$ cat src/design/spc_pkg.sv
// Shared constants, types and helper functions of the subtitle pixel compositor.
package spc_pkg;

   // Frame store and palette geometry.
   localparam int MAX_WIDTH     = 512;
   localparam int MAX_HEIGHT    = 128;
   localparam int PALETTE_DEPTH = 256;

   localparam int STORE_DEPTH = MAX_WIDTH * MAX_HEIGHT;
   localparam int ADDR_W      = $clog2(STORE_DEPTH);
   localparam int CNT_W       = ADDR_W + 1;
   localparam int DX_W        = (MAX_WIDTH > 1) ? $clog2(MAX_WIDTH) : 1;
   localparam int DY_W        = (MAX_HEIGHT > 1) ? $clog2(MAX_HEIGHT) : 1;
   localparam int PIDX_W      = (PALETTE_DEPTH > 1) ? $clog2(PALETTE_DEPTH) : 1;

   // Field widths fixed by the interface.
   localparam int POS_W      = 12;
   localparam int WIDTH_W    = 10;
   localparam int HEIGHT_W   = 8;
   localparam int CSR_IDX_W  = 2;
   localparam int CSR_DATA_W = 12;

   // Command codes.
   localparam logic [2:0] CMD_CLEAR     = 3'd0;
   localparam logic [2:0] CMD_COV_BLEND = 3'd1;
   localparam logic [2:0] CMD_PAL_BLEND = 3'd2;
   localparam logic [2:0] CMD_PAL_WRITE = 3'd3;
   localparam logic [2:0] CMD_READ      = 3'd4;

   // Register indexes.
   localparam logic [CSR_IDX_W-1:0] REG_BOX_LEFT   = 2'd0;
   localparam logic [CSR_IDX_W-1:0] REG_BOX_TOP    = 2'd1;
   localparam logic [CSR_IDX_W-1:0] REG_BOX_WIDTH  = 2'd2;
   localparam logic [CSR_IDX_W-1:0] REG_BOX_HEIGHT = 2'd3;

   // Commands from the controller to the datapath.
   typedef struct packed {
      logic load;
      logic locate;
      logic pal_write;
      logic fetch;
      logic mix;
      logic write;
      logic clear;
      logic rsp_load;
   } ctl_type;

   // Status from the datapath to the controller.
   typedef struct packed {
      logic [2:0] cmd;
      logic       clear_done;
      logic       rsp_free;
   } sts_type;

   // Exact x / 255 for x up to 255 * 255.
   function automatic logic [7:0] div255(input logic [15:0] x);
      logic [16:0] sum;
      sum = 17'(x) + 17'(x[15:8]) + 17'd1;
      return sum[15:8];
   endfunction

endpackage

$ cat src/design/spc_ctrl.sv
// Controller state machine of the subtitle pixel compositor.
module spc_ctrl
   import spc_pkg::*;
(
   input  logic    clock,
   input  logic    reset,
   input  logic    req_valid,
   output logic    req_ready,
   input  sts_type sts,
   output ctl_type ctl
);

   typedef enum logic [5:0] {
      ST_IDLE   = 6'b000001,
      ST_LOCATE = 6'b000010,
      ST_FETCH  = 6'b000100,
      ST_MIX    = 6'b001000,
      ST_WRITE  = 6'b010000,
      ST_CLEAR  = 6'b100000
   } state_type;

   state_type state_ff;
   state_type state_in;

   assign req_ready = (state_ff == ST_IDLE);

   always_comb begin
      state_in = state_ff;
      ctl      = '0;
      case (state_ff)
         ST_IDLE: begin
            if (req_valid) begin
               ctl.load = 1'b1;
               state_in = ST_LOCATE;
            end
         end
         ST_LOCATE: begin
            ctl.locate = 1'b1;
            case (sts.cmd)
               CMD_CLEAR: state_in = ST_CLEAR;
               CMD_COV_BLEND, CMD_PAL_BLEND, CMD_READ: state_in = ST_FETCH;
               CMD_PAL_WRITE: begin
                  ctl.pal_write = 1'b1;
                  state_in      = ST_IDLE;
               end
               default: state_in = ST_IDLE;
            endcase
         end
         ST_FETCH: begin
            ctl.fetch = 1'b1;
            state_in  = ST_MIX;
         end
         ST_MIX: begin
            if (sts.cmd == CMD_READ) begin
               if (sts.rsp_free) begin
                  ctl.rsp_load = 1'b1;
                  state_in     = ST_IDLE;
               end
            end else begin
               ctl.mix  = 1'b1;
               state_in = ST_WRITE;
            end
         end
         ST_WRITE: begin
            ctl.write = 1'b1;
            state_in  = ST_IDLE;
         end
         ST_CLEAR: begin
            if (sts.clear_done) begin
               state_in = ST_IDLE;
            end else begin
               ctl.clear = 1'b1;
            end
         end
         default: state_in = ST_IDLE;
      endcase
   end

   always_ff @(posedge clock) begin
      if (reset) begin
         state_ff <= ST_IDLE;
      end else begin
         state_ff <= state_in;
      end
   end

   // A read result is only loaded into a free output register.
   a_rsp_load_free: assert property (@(posedge clock) disable iff (reset)
      ctl.rsp_load |-> sts.rsp_free)
      else $error("response loaded while output register busy");

   // The write-back of a blend always follows its mix step.
   a_write_after_mix: assert property (@(posedge clock) disable iff (reset)
      (state_ff == ST_WRITE) |-> ($past(state_ff) == ST_MIX))
      else $error("write-back without mix step");

endmodule

$ cat config.mk
export PLATFORM = sky130hd
export DESIGN_NAME = spc_ctrl
export DESIGN_NICKNAME = d
export VERILOG_FILES = /design/src/design/spc_pkg.sv /design/src/design/spc_ctrl.sv
export SDC_FILE = /design/constraint.sdc
export NUM_CORES = 1
export LEC_CHECK = 0
export ABC_AREA = 1
export BUFFER_PORTS_ARGS = -buffer_cell sky130_fd_sc_hd__buf_4
export CAP_MARGIN = 5
export CELL_PAD_IN_SITES_DETAIL_PLACEMENT = 0
export CELL_PAD_IN_SITES_GLOBAL_PLACEMENT = 1
export CORE_UTILIZATION = 28
export CTS_CLUSTER_DIAMETER = 120
export DETAILED_ROUTE_END_ITERATION = 7
export PLACE_DENSITY_LB_ADDON = 0.1
export SYNTH_ARGS = -nofsm -noshare
export SYNTH_HDL_FRONTEND = slang
export SYNTH_SLANG_ARGS = --single-unit
$ cat constraint.sdc
create_clock -name clock -period 1.5 [get_ports clock]
set_clock_uncertainty 0.2 [all_clocks]
set_input_delay 0 -clock clock [delete_from_list [all_inputs] [get_ports clock]]
set_output_delay 0 -clock clock [all_outputs]
set_load 0.05 [all_outputs]
==> flow_summary.ini <==
[floorplan]
initial_core_util_pct = 31.41
dieArea_um2 = 1693
core_um2 = 1366
die_y_um = 41.15
rows = 13
boundaryPins = 17
die_w_um = 41.15

[finish]
top_register = state_ff
final_area_um2 = 798.3
antenna_cells = 0
final_layout_size_suffix_gt1_share_pct = 42.86
final_util_pct = 58.42
nets = 115
top_regs = state_ff (6)
area_growth_pct = 86.01
largest_register_ffs = 6
nFillCells = 138

[synthesis]
yosys_warnings = 0
avgSynthCellArea_um2 = 5.574
syn_nets = 85
syn-cell-area_um2 = 429.2
synthDistinctLibCells = 14
syn_inst = 77
yosysSeqAreaShare_pct = 27.99
ys_ff_latch = 6

[grt]
met3_usage_pct = 3.261
busiest_layer = met2
grt-ovfl-total = 0
use_met2_pct = 30.08
grt_pass1_vias = 454
antenna_found_initial = 0
grt_pass1_wl_mm = 1.773
grtUsageTotal_pct = 17.02
met1_usage_pct = 17.68
grt_max_degree = 7

[sta]
finalHoldViolCount = 0
tightest_slew_ns = 0.1849
drv_slew = 0
max_freq_ghz = 0.6796
timing.final.ws_setup_ns = 0.02863
min_period_over_period_pct = 98.09
rsz0062_at_grt = true
fin_crit_ns = 1.471
max_slew_margin_pct = 87.54
setup_violations = 0
whs_ns = 0.07712

[pwr]
p_leak_nw = 0.4084
vdd_drop_max_mv = 0.3511
powerDensity_nw_per_um2 = 626.4

[worst_hold_path]
hold_path_class = in2reg

[worst_setup_path]
end_kind = output port
worstPathRequired_ns = 1.30
cp.arrival_ns = 1.27
cp-start-kind = flip-flop
worstPathMaxFanout = 4
crit_type = reg2out

[placed_design]
hpwl_um = 879.4
dpl_cell_area_um2 = 593.1
port_buffers = 16
dpl_worst_slack_ns = 0.1437
place_congestion = 0.7276

[clock_tree]
cts_buffer_depth = 2
numCtsBuffers = 3
clk_latency_ns = 0.24
clock_sinks = 6
cts_tree = yes
clk_pin_slew_ns = 0.05
htreeDepth = 1
root_buffer = clkbuf_4

[detailed_routing]
initialDrtViolationCount = 13
wl_per_cell_um = 10.13
firstDrtPassIters = 4
detail-route-antenna-nets = 0
totalWireLength_mm = 1.216
vias = 554
viasPerCell = 4.617
drc = 0

[status]
status = finished clean

[flow_run]
maxCapViolations = 0
[logic make-up (layout without fill, tap and decap cells)]
| family | after synthesis | in the layout | share of synthesized area (%) |
|---|---|---|---|
| AOI/OAI and AO/OA | 4 | 4 | 4.665 |
| buffers and inverters | 19 | 47 | 16.62 |
| DFF | 6 | 6 | 27.99 |
| and+or+nand+nor | 48 | 48 | 50.73 |
[metal layers]
layer | wire (um) | up-vias
met2 | 661 | 17
met3 | 43 | 4
met1 | 486 | 249
met4 | 25 | 0
li1 | - | 284
met5 | 0 | -
[final timing paths]
kind | startpoint | endpoint | slack (ns) | cells after the start
min | sts[2] | state_ff[3]$_SDFFE_PP0P_ | 0.08 | 6
max | state_ff[3]$_SDFFE_PP0P_ | ctl[7] | 0.03 | 6
max reg2reg | state_ff[0]$_SDFFE_PP1P_ | state_ff[0]$_SDFFE_PP1P_ | 0.12 | 8
min reg2reg | state_ff[2]$_SDFFE_PP0P_ | state_ff[4]$_SDFFE_PP0P_ | 0.41 | 3
[per-stage QoR]
step | setup TNS, ns | cells | power [mW]
final | 0 | 120 | 0.5000
after global routing | -0.07117 | 120 | 0.5228
after CTS | -0.007106 | 120 | 0.4772
after detailed placement | 0 | 108 | 0.3142
after global placement | 0 | 108 | 0.3148
after floorplan | -0.1751 | 77 | 0.2696
[synth_stat cells (all sizes together)]
library cell	instances	area share, %
nor3b	1	1.7
nand3	3	3.5
inv	19	17
nand2	17	15
o21ai	2	2.3
nor3	3	3.5
nor2	22	22
nor4	2	4.4
dfxtp	6	28
a21oi	2	2.3
[worst max-delay path, cell delays in order, from the launching register on]
cell	delay, ns
dfxtp_4	0.36
nor2_4	0.13
inv_2	0.08
nor2_4	0.11
nand2_4	0.08
nor2_4	0.11
buf_6	0.16
[layout make-up]
| cell class | instances | area, um^2 | share of cell area, % |
|---|---|---|---|
| multi-input combinational | 52 | 331.6 | 41.54 |
| clock buffer | 3 | 22.52 | 2.821 |
| tap | 15 | 18.77 | 2.351 |
| inverter | 19 | 73.82 | 9.248 |
| timing repair buffer | 25 | 222.7 | 27.90 |
| sequential | 6 | 128.9 | 16.14 |
[what timing repair did]
| item | 4_1_cts | 5_1_grt |
|---|---|---|
| hold buffers | 8 | 0 |
| endpoints found under the setup margin | 3 | 7 |
| pin swaps | 0 | 6 |
| resized for setup | 5 | 23 |
| setup buffers | 1 | 0 |
| hold endpoints to repair | 6 | 0 |
[power breakdown]
| group | switching [mW] | internal [mW] | leakage, nW |
|---|---|---|---|
| registers | 0.00899 | 0.166 | 0.0508 |
| clock network | 0.0567 | 0.0904 | 0.0138 |
| logic | 0.106 | 0.0717 | 0.344 |
| total | 0.172 | 0.328 | 0.408 |
[layout by cell type, fill, tap and decap left out]
cell type	netlist	routed
nor3b_4	0	1
nor2_4	0	6
dfxtp_2	0	4
dfxtp_1	6	1
nor2_1	17	13
inv_2	1	3
clkbuf_4	0	3
dlygate4sd3_1	0	8
o21ai_0	2	2
nand3_1	3	1
nor4_4	0	1
buf_4	0	13
nand2_1	16	16
a21oi_1	2	2
dfxtp_4	0	1
nor2_2	5	3
buf_6	0	4
nand3_2	0	1
nor3_1	3	2
nand3_4	0	1
nor3_2	0	1
inv_4	0	1
nor4_2	1	1
inv_1	18	15
nand2_4	0	1
(Power assumes the default switching activity.)
